[config.mk]
export PLATFORM = sky130hd
export DESIGN_NAME = box_filter_line_replicate_flat
export DESIGN_NICKNAME = d
export VERILOG_FILES = /design/src/hw/rtl/bfl_pkg.sv /design/src/hw/rtl/bfl_if.sv /design/src/hw/rtl/box_filter_line_replicate.sv /design/src/hw/rtl/bfl_ram.sv /design/src/hw/rtl/bfl_oq.sv /design/src/flat_wrapper.sv
export SDC_FILE = /design/constraint.sdc
export NUM_CORES = 2
export LEC_CHECK = 0
export BUFFER_PORTS_ARGS = -buffer_cell sky130_fd_sc_hd__clkbuf_2
export CAP_MARGIN = 10
export CORE_ASPECT_RATIO = 0.6
export CORE_MARGIN = 3
export CORE_UTILIZATION = 35
export CTS_CLUSTER_SIZE = 16
export DETAILED_ROUTE_END_ITERATION = 10
export PLACE_DENSITY = 0.58
export SYNTH_ARGS = -nofsm -noshare
export SYNTH_HDL_FRONTEND = slang
export SYNTH_HIERARCHICAL = 1
export SYNTH_SLANG_ARGS = --single-unit
[constraint.sdc]
create_clock -name clk -period 8.02 [get_ports clk]
set_clock_uncertainty 0.05 [all_clocks]
set_input_delay 0.401 -clock clk [delete_from_list [all_inputs] [get_ports clk]]
set_output_delay 0.401 -clock clk [all_outputs]
set_load 0.01 [all_outputs]
[src/hw/rtl/bfl_pkg.sv]
// bfl_pkg: shared constants, register codes and result type of the box filter
// no dependencies; used by the interfaces, the output queue and the top level
package bfl_pkg;

  localparam int unsigned PIX_W       = 8;
  localparam int unsigned WIDTH_CFG_W = 6;
  localparam int unsigned LEN_CFG_W   = 13;

  localparam int unsigned MAX_WINDOW = 63;
  localparam int unsigned MAX_LINE   = 4096;

  localparam logic [WIDTH_CFG_W-1:0] WIDTH_RST = WIDTH_CFG_W'(3);
  localparam logic [LEN_CFG_W-1:0]   LEN_RST   = LEN_CFG_W'(640);

  localparam int unsigned OQ_DEPTH = 8;

  localparam int unsigned APB_DW = 32;
  localparam int unsigned APB_AW = 3;

  typedef enum logic [0:0] {
    REG_WINDOW_WIDTH = 1'b0,
    REG_LINE_LENGTH  = 1'b1
  } reg_idx_t;

  typedef struct packed {
    logic             line_end;
    logic [PIX_W-1:0] pixel;
  } res_t;

endpackage

[src/hw/rtl/bfl_if.sv]
// bfl_in_if / bfl_out_if: valid-ready channels for source pixels and averages
// depends on bfl_pkg for the pixel width
interface bfl_in_if;
  logic                       valid;
  logic                       ready;
  logic [bfl_pkg::PIX_W-1:0]  in_pixel;

  modport source (output valid, output in_pixel, input ready);
  modport sink   (input valid, input in_pixel, output ready);
endinterface

interface bfl_out_if;
  logic                       valid;
  logic                       ready;
  logic [bfl_pkg::PIX_W-1:0]  out_pixel;
  logic                       line_end;

  modport source (output valid, output out_pixel, output line_end, input ready);
  modport sink   (input valid, input out_pixel, input line_end, output ready);
endinterface

[src/hw/rtl/box_filter_line_replicate.sv]
// box_filter_line_replicate: 1-d running-sum box filter with edge replication
// depends on bfl_pkg, bfl_if (bfl_in_if, bfl_out_if), bfl_ram and bfl_oq
//
//   channel   dir   handshake                 beat
//   in_bus    in    valid/ready               in_pixel
//   out_bus   out   valid/ready               out_pixel, line_end
//   apb       in    psel/penable, pready=1    window_width @0x0, line_length @0x4
//
// one ring push per cycle through the ram port while the result queue has room:
// mid-line pixels are pushed once, first and last pixels half+1 times (w if both)
// an emitting push reaches out_bus via ram read, sum, multiply and queue, in order
// an 8-beat result queue absorbs out_bus stalls; pushes stop when it could overflow
// synchronous active-low reset, no memory clearing pass
module box_filter_line_replicate #(
  parameter int unsigned MAX_WINDOW = bfl_pkg::MAX_WINDOW,
  parameter int unsigned MAX_LINE   = bfl_pkg::MAX_LINE
) (
  input  logic                        clk,
  input  logic                        rst_n,
  bfl_in_if.sink                      in_bus,
  bfl_out_if.source                   out_bus,
  input  logic                        psel,
  input  logic                        penable,
  input  logic                        pwrite,
  input  logic [bfl_pkg::APB_AW-1:0]  paddr,
  input  logic [bfl_pkg::APB_DW-1:0]  pwdata,
  output logic [bfl_pkg::APB_DW-1:0]  prdata,
  output logic                        pready
);

  localparam int unsigned PIX_W   = bfl_pkg::PIX_W;
  localparam int unsigned WW      = $clog2(MAX_WINDOW + 1);
  localparam int unsigned IDX_W   = (MAX_WINDOW > 1) ? $clog2(MAX_WINDOW) : 1;
  localparam int unsigned SUM_W   = $clog2(MAX_WINDOW * 255 + 1);
  localparam int unsigned SH      = SUM_W + WW;
  localparam int unsigned M_W     = SH + 1;
  localparam int unsigned PROD_W  = SUM_W + M_W;
  localparam int unsigned POS_W   = $clog2(MAX_LINE);
  localparam int unsigned LEN_W   = $clog2(MAX_LINE + 1);
  localparam int unsigned MAX_ODD = MAX_WINDOW - ((MAX_WINDOW % 2 == 0) ? 1 : 0);
  localparam int unsigned TAB_N   = 1 << WW;
  localparam int unsigned OQ_D    = bfl_pkg::OQ_DEPTH;
  localparam int unsigned LVL_W   = $clog2(OQ_D + 1);
  localparam int unsigned CR_W    = LVL_W + 2;

  // configuration
  logic [bfl_pkg::WIDTH_CFG_W-1:0] ww_r;
  logic [bfl_pkg::LEN_CFG_W-1:0]   ll_r;
  logic                            cfg_wr;
  bfl_pkg::reg_idx_t               reg_idx;

  assign pready  = 1'b1;
  assign cfg_wr  = psel && penable && pwrite;
  assign reg_idx = bfl_pkg::reg_idx_t'(paddr[2]);

  always_ff @(posedge clk) begin
    if (!rst_n) begin
      ww_r <= bfl_pkg::WIDTH_RST;
      ll_r <= bfl_pkg::LEN_RST;
    end else if (cfg_wr) begin
      unique case (reg_idx)
        bfl_pkg::REG_WINDOW_WIDTH: ww_r <= pwdata[bfl_pkg::WIDTH_CFG_W-1:0];
        bfl_pkg::REG_LINE_LENGTH:  ll_r <= pwdata[bfl_pkg::LEN_CFG_W-1:0];
        default: ;
      endcase
    end
  end

  always_comb begin
    unique case (reg_idx)
      bfl_pkg::REG_WINDOW_WIDTH: prdata = bfl_pkg::APB_DW'(ww_r);
      bfl_pkg::REG_LINE_LENGTH:  prdata = bfl_pkg::APB_DW'(ll_r);
      default:                   prdata = '0;
    endcase
  end

  // effective width and length
  logic [31:0]      w_raw, l_raw;
  logic [WW-1:0]    eff_w;
  logic [LEN_W-1:0] eff_len;

  always_comb begin
    w_raw = 32'(ww_r) | 32'd1;
    if (w_raw > MAX_WINDOW) begin
      w_raw = MAX_ODD;
    end
    eff_w = WW'(w_raw);
    l_raw = 32'(ll_r);
    if (l_raw == 32'd0) begin
      l_raw = 32'd1;
    end else if (l_raw > MAX_LINE) begin
      l_raw = MAX_LINE;
    end
    eff_len = LEN_W'(l_raw);
  end

  // reciprocal table for the divide by the window width
  logic [M_W-1:0] recip_tab [TAB_N];

  for (genvar d = 0; d < TAB_N; d++) begin : g_recip
    if (d == 0) begin : g_zero
      assign recip_tab[d] = '0;
    end else begin : g_val
      localparam longint unsigned RC =
        ((64'd1 << SH) + longint'(d) - 64'd1) / longint'(d);
      assign recip_tab[d] = M_W'(RC);
    end
  end

  // push sequencer
  logic [PIX_W-1:0] pix_r, pix_nxt;
  logic [WW-1:0]    rem_r, rem_nxt;
  logic             last_r, last_nxt;
  logic             first_r, first_nxt;
  logic [POS_W-1:0] pos_r, pos_nxt;
  logic [WW-1:0]    cur_w_r, cur_w_nxt;
  logic [LEN_W-1:0] cur_len_r, cur_len_nxt;
  logic [IDX_W-1:0] idx_r, idx_nxt;
  logic [WW-1:0]    fill_r, fill_nxt;

  logic             accept, issue, credit_ok, pos0, line_last;
  logic [WW-1:0]    acc_w, acc_half, acc_n, idx_inc;
  logic             push_full, push_emit;
  logic [CR_W-1:0]  credit;
  logic [LVL_W-1:0] oq_level;

  // pipeline registers
  logic             s2_v_r, s2_full_r, s2_emit_r, s2_first_r, s2_end_r, fwd_r;
  logic [IDX_W-1:0] s2_addr_r;
  logic [PIX_W-1:0] s2_pix_r, fwd_pix_r;
  logic [M_W-1:0]   s2_m_r;
  logic             s3_v_r, s3_end_r;
  logic [SUM_W-1:0] s3_sum_r;
  logic [M_W-1:0]   s3_m_r;
  logic             s4_v_r, s4_end_r;
  logic [PROD_W-1:0] s4_prod_r;
  logic [SUM_W-1:0] sum_r, sum_new, sum_base;
  logic [PIX_W-1:0] ram_rdata, old_pix;

  assign credit = CR_W'(oq_level) + CR_W'(s2_v_r & s2_emit_r)
                + CR_W'(s3_v_r) + CR_W'(s4_v_r);
  assign credit_ok = (credit < CR_W'(OQ_D));
  assign issue     = (rem_r != '0) && credit_ok;
  assign in_bus.ready = (rem_r == '0) || ((rem_r == WW'(1)) && issue);
  assign accept    = in_bus.valid && in_bus.ready;

  assign pos0      = (pos_r == '0);
  assign acc_w     = pos0 ? eff_w : cur_w_r;
  assign acc_half  = acc_w >> 1;
  assign line_last = pos0 ? (eff_len == LEN_W'(1))
                          : ((LEN_W'(pos_r) + LEN_W'(1)) == cur_len_r);
  assign acc_n     = WW'(1) + (pos0 ? acc_half : '0) + (line_last ? acc_half : '0);

  assign push_full = (fill_r == cur_w_r);
  assign push_emit = push_full || ((fill_r + WW'(1)) == cur_w_r);
  assign idx_inc   = WW'(idx_r) + WW'(1);

  always_comb begin
    pix_nxt     = pix_r;
    rem_nxt     = rem_r;
    last_nxt    = last_r;
    first_nxt   = first_r;
    pos_nxt     = pos_r;
    cur_w_nxt   = cur_w_r;
    cur_len_nxt = cur_len_r;
    idx_nxt     = idx_r;
    fill_nxt    = fill_r;
    if (issue) begin
      rem_nxt   = rem_r - WW'(1);
      first_nxt = 1'b0;
      idx_nxt   = (idx_inc == cur_w_r) ? '0 : IDX_W'(idx_inc);
      fill_nxt  = push_full ? fill_r : fill_r + WW'(1);
    end
    if (accept) begin
      pix_nxt   = in_bus.in_pixel;
      rem_nxt   = acc_n;
      last_nxt  = line_last;
      first_nxt = pos0;
      pos_nxt   = line_last ? '0 : pos_r + POS_W'(1);
      if (pos0) begin
        cur_w_nxt   = eff_w;
        cur_len_nxt = eff_len;
        idx_nxt     = '0;
        fill_nxt    = '0;
      end
    end
  end

  always_ff @(posedge clk) begin
    if (!rst_n) begin
      rem_r     <= '0;
      last_r    <= 1'b0;
      first_r   <= 1'b0;
      pos_r     <= '0;
      cur_w_r   <= WW'(1);
      cur_len_r <= LEN_W'(1);
      idx_r     <= '0;
      fill_r    <= '0;
      sum_r     <= '0;
      s2_v_r    <= 1'b0;
      s3_v_r    <= 1'b0;
      s4_v_r    <= 1'b0;
    end else begin
      rem_r     <= rem_nxt;
      last_r    <= last_nxt;
      first_r   <= first_nxt;
      pos_r     <= pos_nxt;
      cur_w_r   <= cur_w_nxt;
      cur_len_r <= cur_len_nxt;
      idx_r     <= idx_nxt;
      fill_r    <= fill_nxt;
      if (s2_v_r) begin
        sum_r <= sum_new;
      end
      s2_v_r <= issue;
      s3_v_r <= s2_v_r && s2_emit_r;
      s4_v_r <= s3_v_r;
    end
  end

  always_ff @(posedge clk) begin
    pix_r <= pix_nxt;
    if (issue) begin
      s2_addr_r  <= idx_r;
      s2_pix_r   <= pix_r;
      s2_full_r  <= push_full;
      s2_emit_r  <= push_emit;
      s2_first_r <= first_r;
      s2_end_r   <= last_r && (rem_r == WW'(1));
      s2_m_r     <= recip_tab[cur_w_r];
      fwd_r      <= s2_v_r && (s2_addr_r == idx_r);
      fwd_pix_r  <= s2_pix_r;
    end
    s3_sum_r  <= sum_new;
    s3_m_r    <= s2_m_r;
    s3_end_r  <= s2_end_r;
    s4_prod_r <= PROD_W'(s3_sum_r) * PROD_W'(s3_m_r);
    s4_end_r  <= s3_end_r;
  end

  // ring of padded pixels
  bfl_ram #(
    .WIDTH (PIX_W),
    .DEPTH (MAX_WINDOW)
  ) u_ring (
    .clk   (clk),
    .we    (s2_v_r),
    .waddr (s2_addr_r),
    .wdata (s2_pix_r),
    .raddr (idx_r),
    .rdata (ram_rdata)
  );

  assign old_pix  = fwd_r ? fwd_pix_r : ram_rdata;
  assign sum_base = s2_first_r ? '0 : sum_r;
  assign sum_new  = sum_base - (s2_full_r ? SUM_W'(old_pix) : '0) + SUM_W'(s2_pix_r);

  // result queue
  bfl_pkg::res_t oq_wdata, oq_rdata;

  assign oq_wdata.line_end = s4_end_r;
  assign oq_wdata.pixel    = s4_prod_r[SH +: PIX_W];

  bfl_oq #(
    .DEPTH (OQ_D)
  ) u_oq (
    .clk      (clk),
    .rst_n    (rst_n),
    .wr_en    (s4_v_r),
    .wr_data  (oq_wdata),
    .rd_valid (out_bus.valid),
    .rd_ready (out_bus.ready),
    .rd_data  (oq_rdata),
    .level    (oq_level)
  );

  assign out_bus.out_pixel = oq_rdata.pixel;
  assign out_bus.line_end  = oq_rdata.line_end;

endmodule

[src/hw/rtl/bfl_ram.sv]
// bfl_ram: generic single-write, single-read synchronous ram, registered read
// no dependencies
module bfl_ram #(
  parameter int unsigned WIDTH = 8,
  parameter int unsigned DEPTH = 63
) (
  input  logic                                       clk,
  input  logic                                       we,
  input  logic [(DEPTH > 1 ? $clog2(DEPTH) : 1)-1:0] waddr,
  input  logic [WIDTH-1:0]                           wdata,
  input  logic [(DEPTH > 1 ? $clog2(DEPTH) : 1)-1:0] raddr,
  output logic [WIDTH-1:0]                           rdata
);

  logic [WIDTH-1:0] mem [DEPTH];
  logic [WIDTH-1:0] rdata_r;

  always_ff @(posedge clk) begin
    if (we) begin
      mem[waddr] <= wdata;
    end
    rdata_r <= mem[raddr];
  end

  assign rdata = rdata_r;

endmodule

[src/hw/rtl/bfl_oq.sv]
// bfl_oq: small result queue between the divide pipeline and the output channel
// depends on bfl_pkg for the result type
module bfl_oq #(
  parameter int unsigned DEPTH = bfl_pkg::OQ_DEPTH
) (
  input  logic                         clk,
  input  logic                         rst_n,
  input  logic                         wr_en,
  input  bfl_pkg::res_t                wr_data,
  output logic                         rd_valid,
  input  logic                         rd_ready,
  output bfl_pkg::res_t                rd_data,
  output logic [$clog2(DEPTH+1)-1:0]   level
);

  localparam int unsigned PW = (DEPTH > 1) ? $clog2(DEPTH) : 1;
  localparam int unsigned LW = $clog2(DEPTH + 1);

  bfl_pkg::res_t   q_r [DEPTH];
  logic [PW-1:0]   wr_ptr_r, wr_ptr_nxt;
  logic [PW-1:0]   rd_ptr_r, rd_ptr_nxt;
  logic [LW-1:0]   cnt_r, cnt_nxt;
  logic            pop;

  assign rd_valid = (cnt_r != '0);
  assign pop      = rd_valid && rd_ready;
  assign rd_data  = q_r[rd_ptr_r];
  assign level    = cnt_r;

  always_comb begin
    wr_ptr_nxt = wr_ptr_r;
    rd_ptr_nxt = rd_ptr_r;
    if (wr_en) begin
      wr_ptr_nxt = (32'(wr_ptr_r) == DEPTH - 1) ? '0 : wr_ptr_r + 1'b1;
    end
    if (pop) begin
      rd_ptr_nxt = (32'(rd_ptr_r) == DEPTH - 1) ? '0 : rd_ptr_r + 1'b1;
    end
    cnt_nxt = cnt_r + LW'(wr_en) - LW'(pop);
  end

  always_ff @(posedge clk) begin
    if (!rst_n) begin
      wr_ptr_r <= '0;
      rd_ptr_r <= '0;
      cnt_r    <= '0;
    end else begin
      wr_ptr_r <= wr_ptr_nxt;
      rd_ptr_r <= rd_ptr_nxt;
      cnt_r    <= cnt_nxt;
    end
  end

  always_ff @(posedge clk) begin
    if (wr_en) begin
      q_r[wr_ptr_r] <= wr_data;
    end
  end

endmodule
[src/flat_wrapper.sv]
// flat-port wrapper written by rule: the top's interface ports become plain ports
module box_filter_line_replicate_flat 
#(
  parameter int unsigned MAX_WINDOW = bfl_pkg::MAX_WINDOW,
  parameter int unsigned MAX_LINE   = bfl_pkg::MAX_LINE
)
  (clk, rst_n, psel, penable, pwrite, paddr, pwdata, prdata, pready, in_bus_valid, in_bus_in_pixel, in_bus_ready, out_bus_valid, out_bus_out_pixel, out_bus_line_end, out_bus_ready);
  bfl_in_if in_bus_i ();
  bfl_out_if out_bus_i ();
  input  logic clk;
  input  logic rst_n;
  input  logic psel;
  input  logic penable;
  input  logic pwrite;
  input  logic [bfl_pkg::APB_AW-1:0] paddr;
  input  logic [bfl_pkg::APB_DW-1:0] pwdata;
  output logic [bfl_pkg::APB_DW-1:0] prdata;
  output logic pready;
  input wire logic [$bits(in_bus_i.valid)-1:0] in_bus_valid;
  input wire logic [$bits(in_bus_i.in_pixel)-1:0] in_bus_in_pixel;
  output wire logic [$bits(in_bus_i.ready)-1:0] in_bus_ready;
  output wire logic [$bits(out_bus_i.valid)-1:0] out_bus_valid;
  output wire logic [$bits(out_bus_i.out_pixel)-1:0] out_bus_out_pixel;
  output wire logic [$bits(out_bus_i.line_end)-1:0] out_bus_line_end;
  input wire logic [$bits(out_bus_i.ready)-1:0] out_bus_ready;
  assign in_bus_i.valid = in_bus_valid;
  assign in_bus_i.in_pixel = in_bus_in_pixel;
  assign in_bus_ready = in_bus_i.ready;
  assign out_bus_valid = out_bus_i.valid;
  assign out_bus_out_pixel = out_bus_i.out_pixel;
  assign out_bus_line_end = out_bus_i.line_end;
  assign out_bus_i.ready = out_bus_ready;
  box_filter_line_replicate #(.MAX_WINDOW(MAX_WINDOW), .MAX_LINE(MAX_LINE)) u_core (.clk(clk), .rst_n(rst_n), .in_bus(in_bus_i), .out_bus(out_bus_i), .psel(psel), .penable(penable), .pwrite(pwrite), .paddr(paddr), .pwdata(pwdata), .prdata(prdata), .pready(pready));
endmodule
==> summary.md <==
| Metric | Value |
|---|---|
| Die H | `268 um` |
| Mapped Cells | `2985` |
| Layout cells sized above 1 | `11.9%` |
| Gr usage total | `15.9%` |
| Initial DRC count | `2286` |
| Detailed-route DRC error count | `0` |
| Root Driver | `clkbuf_16` |
| Top layer in use | `met4` |
| Number of synthesized flops with an enable pin | `631` |
| Max stage delay cell, worst path | `dfxtp_1` |
| Critical Path Start | `u_core/s3_sum_r[8]` |
| Row cnt | `95` |
| CP Class | `flip-flop to flip-flop` |
| Count leader, synth | `edfxtp_1` |
| Worst r2r dst | `u_core/s4_prod_r[27]` |
| Yosys cell types | `81` |
| Top cells by area, synth | `edfxtp_1, fa_1, dfxtp_1` |
| Clock transition at the registers of the reported paths | `0.06 ns` |
| Fin crit period | `7.18 ns` |
| Crit-path max FO | `19` |
| Startpoint Class | `flip-flop` |
| FMAX | `139 MHz` |
| Seq/Total Area, Yosys | `a little over half` |
| Final #Nets | `3388` |
| Final hold violation count | `0` |
| WL final | `94100 um` |
| Vias in the first global route | `23300` |
| Synth Warn # | `6` |
| Final global-route overflow total | `0` |
| Met1 wire length | `49300 um` |
| Via density | `5.15` |
| Syn Area/Cell | `13.5 um2` |
| Reg2Reg Setup Slack | `about 0.84 ns` |
| Final Wtd Congestion | `0.821` |
| Actual slew at the worst max-slew pin | `between 1 and 1.5 ns` |
| Post CTS Setup Buffer Count | `0` |
| Max Cap Viol | `0` |
| Hold crit path type | `input pin to flip-flop` |
| Fin Hold WS | `roughly 0.19 ns` |
| Yosys top cell area share | `47.2%` |
| Via count | `23600` |
| Die area | `between 100000 and 150000 um2` |
| Max H-tree Level | `3` |
| Synth area leader | `edfxtp_1` |
| Post-detail-place hpwl | `approximately 64000 um` |
| Fill cells | `between 10000 and 15000` |
| Sink Count | `782` |
| CP peak stage delay | `~0.86 ns` |
| Drt pass-1 iters | `5` |
| Worst r2r src | `u_core/s3_sum_r[8]` |
| Met3 WL | `between 8000 and 9000 um` |
| HP Start | `out_bus_ready` |
| Io pins | `94` |
| Post-synth top cells | `edfxtp_1, inv_1, nand2_1` |
| RSZ-0062 raised after global routing | `false` |
| Initial core utilization | `35.6%` |
| Area Growth Syn to Fin | `11.3%` |
| Post-route clock period utilization | `89.5%` |
| Largest net degree at the start of global routing | `102` |
| Final Max Tran Viols | `0` |
| Worst-Skew Late Latency | `0.67 ns` |
| Count of input and output buffers | `52` |
| Relative slew margins | `between 15 and 20%` |
| Synthesized cell area | `between 40000 and 50000 um2` |
| Metal2 WL | `around 36000 um` |
| Cts bufs inserted | `76` |
| Hold depth | `3` |
| CP Cell Sequence | `nand2_1, fa_1, inv_1, fa_1, fa_1, fa_1, fa_1, inv_1, fa_1, inv_1, ha_1, and3_1, a221o_1, a221oi_1, a21oi_1, nor3_1, nor2_1, a211oi_1` |
| Detail Route Antenna Nets | `0` |
| Endpoint type of the worst setup path | `flip-flop` |
| XOR/XNOR share of the synthesized area | `1.90%` |
| Post-synthesis mux area share | `under 10%` |
| First-pass GRT wire length | `145000 um` |
| Status | `finished, final reports clean` |
| Combinational family with the most area after synthesis | `adder cells` |
| Post-synthesis async set-or-reset flop share | `0%` |
| Worst path required time | `roughly 8.5 ns` |
| Reg2Reg Depth | `18` |
| CTS tree | `built` |
| Commonest register cell after synthesis | `edfxtp_1` |
| Post-route setup TNS | `0 ns` |
| Final setup violation count | `0` |
| CORE AREA | `113000 um2` |
| Longest Clk Path Bufs | `3` |
| CP dominant cell by count | `fa_1` |
| Compound-cell area share of the yosys netlist | `4.97%` |
| Simple-gate portion of the synthesized area | `approximately a tenth` |
| Worst Hold End | `u_core/u_oq/rd_ptr_r[0]` |
| Adder-cell share of the synthesized area | `roughly 14%` |
| Horiz. Die Dim | `443 um` |
| Crit path DAT | `7.68 ns` |
| Wire per inst | `about 20 um` |
| Initial antenna violation count | `2` |
| Seq cells post-synth | `782` |
[cell type report]
class,count,area [um2],share of cell area [%]
diodes,2,5.00,0.0112
clock buffers,96,2050,4.58
clock inverters,44,611,1.37
inverters,279,1050,2.34
multi-input cells,1768,16400,36.6
flip-flops and latches,782,22000,49.2
well taps,1503,1880,4.21
repair buffers,111,768,1.72
[registers in the layout (all words and copies together) (netlist names), 8 cells and up, named ones only]
name,flops
u_core/u_ring/mem,504
u_core/u_oq/q_r,72
u_core/s2_m_r,20
u_core/s3_m_r,20
u_core/s3_sum_r,14
u_core/sum_r,14
u_core/cur_len_r,13
u_core/ll_r,13
u_core/pos_r,12
u_core/fwd_pix_r,8
u_core/pix_r,8
u_core/s2_pix_r,8
u_core/s4_prod_r,8
u_core/u_ring/rdata,8
[cells by family (layout without fill, tap and decap cells)]
group / after synthesis / in the layout
multiplexers: 219 / 219
adder cells (fa/ha/maj): 320 / 320
XOR/XNOR: 84 / 84
buffers and inverters: 453 / 530
AO/OA/AOI/OAI: 299 / 299
other: 2 / 22
AND/OR/NAND/NOR: 826 / 826
flip-flops: 782 / 782
[worst max path at each step]
| stage | endpoint | slack (ns) | depth (start not counted) |
|---|---|---|---|
| final | u_core/s4_prod_r[27] | 0.84 | 18 |
| after global routing | u_core/s4_prod_r[27] | 0.45 | 18 |
| after CTS | u_core/s4_prod_r[27] | 0.91 | 18 |
| after detailed placement | u_core/s4_prod_r[27] | 0.94 | 18 |
| after global placement | u_core/s4_prod_r[27] | 0.95 | 18 |
| after floorplan | u_core/s4_prod_r[26] | 2.12 | 20 |
[through the flow]
stage / setup WS, ns / std cells / util (%) / instance area [um2]
6_report: 0.842 / 4585 / 39.6 / 44700
5_1_grt: 0.455 / 4583 / 39.6 / 44700
4_1_cts: 0.910 / 4583 / 39.6 / 44700
3_5_place_dp: 0.944 / 4422 / 37.1 / 41800
3_3_place_gp: 0.950 / 4422 / 37.1 / 41800
2_1_floorplan: 2.12 / 3003 / - / 40200
[routing by layer]
layer	vias up	track usage, %
li1	10600	-
met1	12200	26.9
met2	768	20.4
met3	71	3.71
met4	0	2.33
met5	-	0
[timing repair]
| item | CTS | global route |
|---|---|---|
| gates resized for setup | 0 | 0 |
| endpoints found under the hold margin | 25 | 0 |
| hold buffers | 21 | 0 |
[worst max-delay path, delay by kind of cell (launching register included)]
family                   cells  cell delay [ns]
adder cells (fa/ha/maj)      7             3.32
AO/OA/AOI/OAI                4             1.49
AND/OR/NAND/NOR              4             1.21
flip-flops                   1             0.86
buffers and inverters        3             0.15
[placed cells by master, fill, tap and decap left out, types with 19 or more instances in the layout]
cell / synthesis / routed
mux2i_1: 63 / 63
nand2b_1: 29 / 29
clkbuf_16: 0 / 77
nor3_1: 38 / 38
xor2_1: 27 / 27
ha_1: 111 / 111
mux2_2: 23 / 23
fa_1: 209 / 209
a211oi_1: 19 / 19
dfxtp_1: 151 / 147
clkbuf_2: 1 / 52
edfxtp_1: 631 / 631
nor2b_1: 32 / 32
and2_1: 149 / 149
nand2_1: 275 / 275
xnor2_1: 55 / 55
buf_4: 28 / 37
inv_1: 277 / 277
a21oi_1: 79 / 79
conb_1: 2 / 20
o21ai_0: 49 / 49
mux4_2: 115 / 115
nor2_1: 171 / 171
nand3_1: 46 / 46
dlygate4sd3_1: 0 / 21
Power is left out: the tool's default activity adds up to more than one toggle a clock period on the data nets, which glitch-free logic cannot reach.
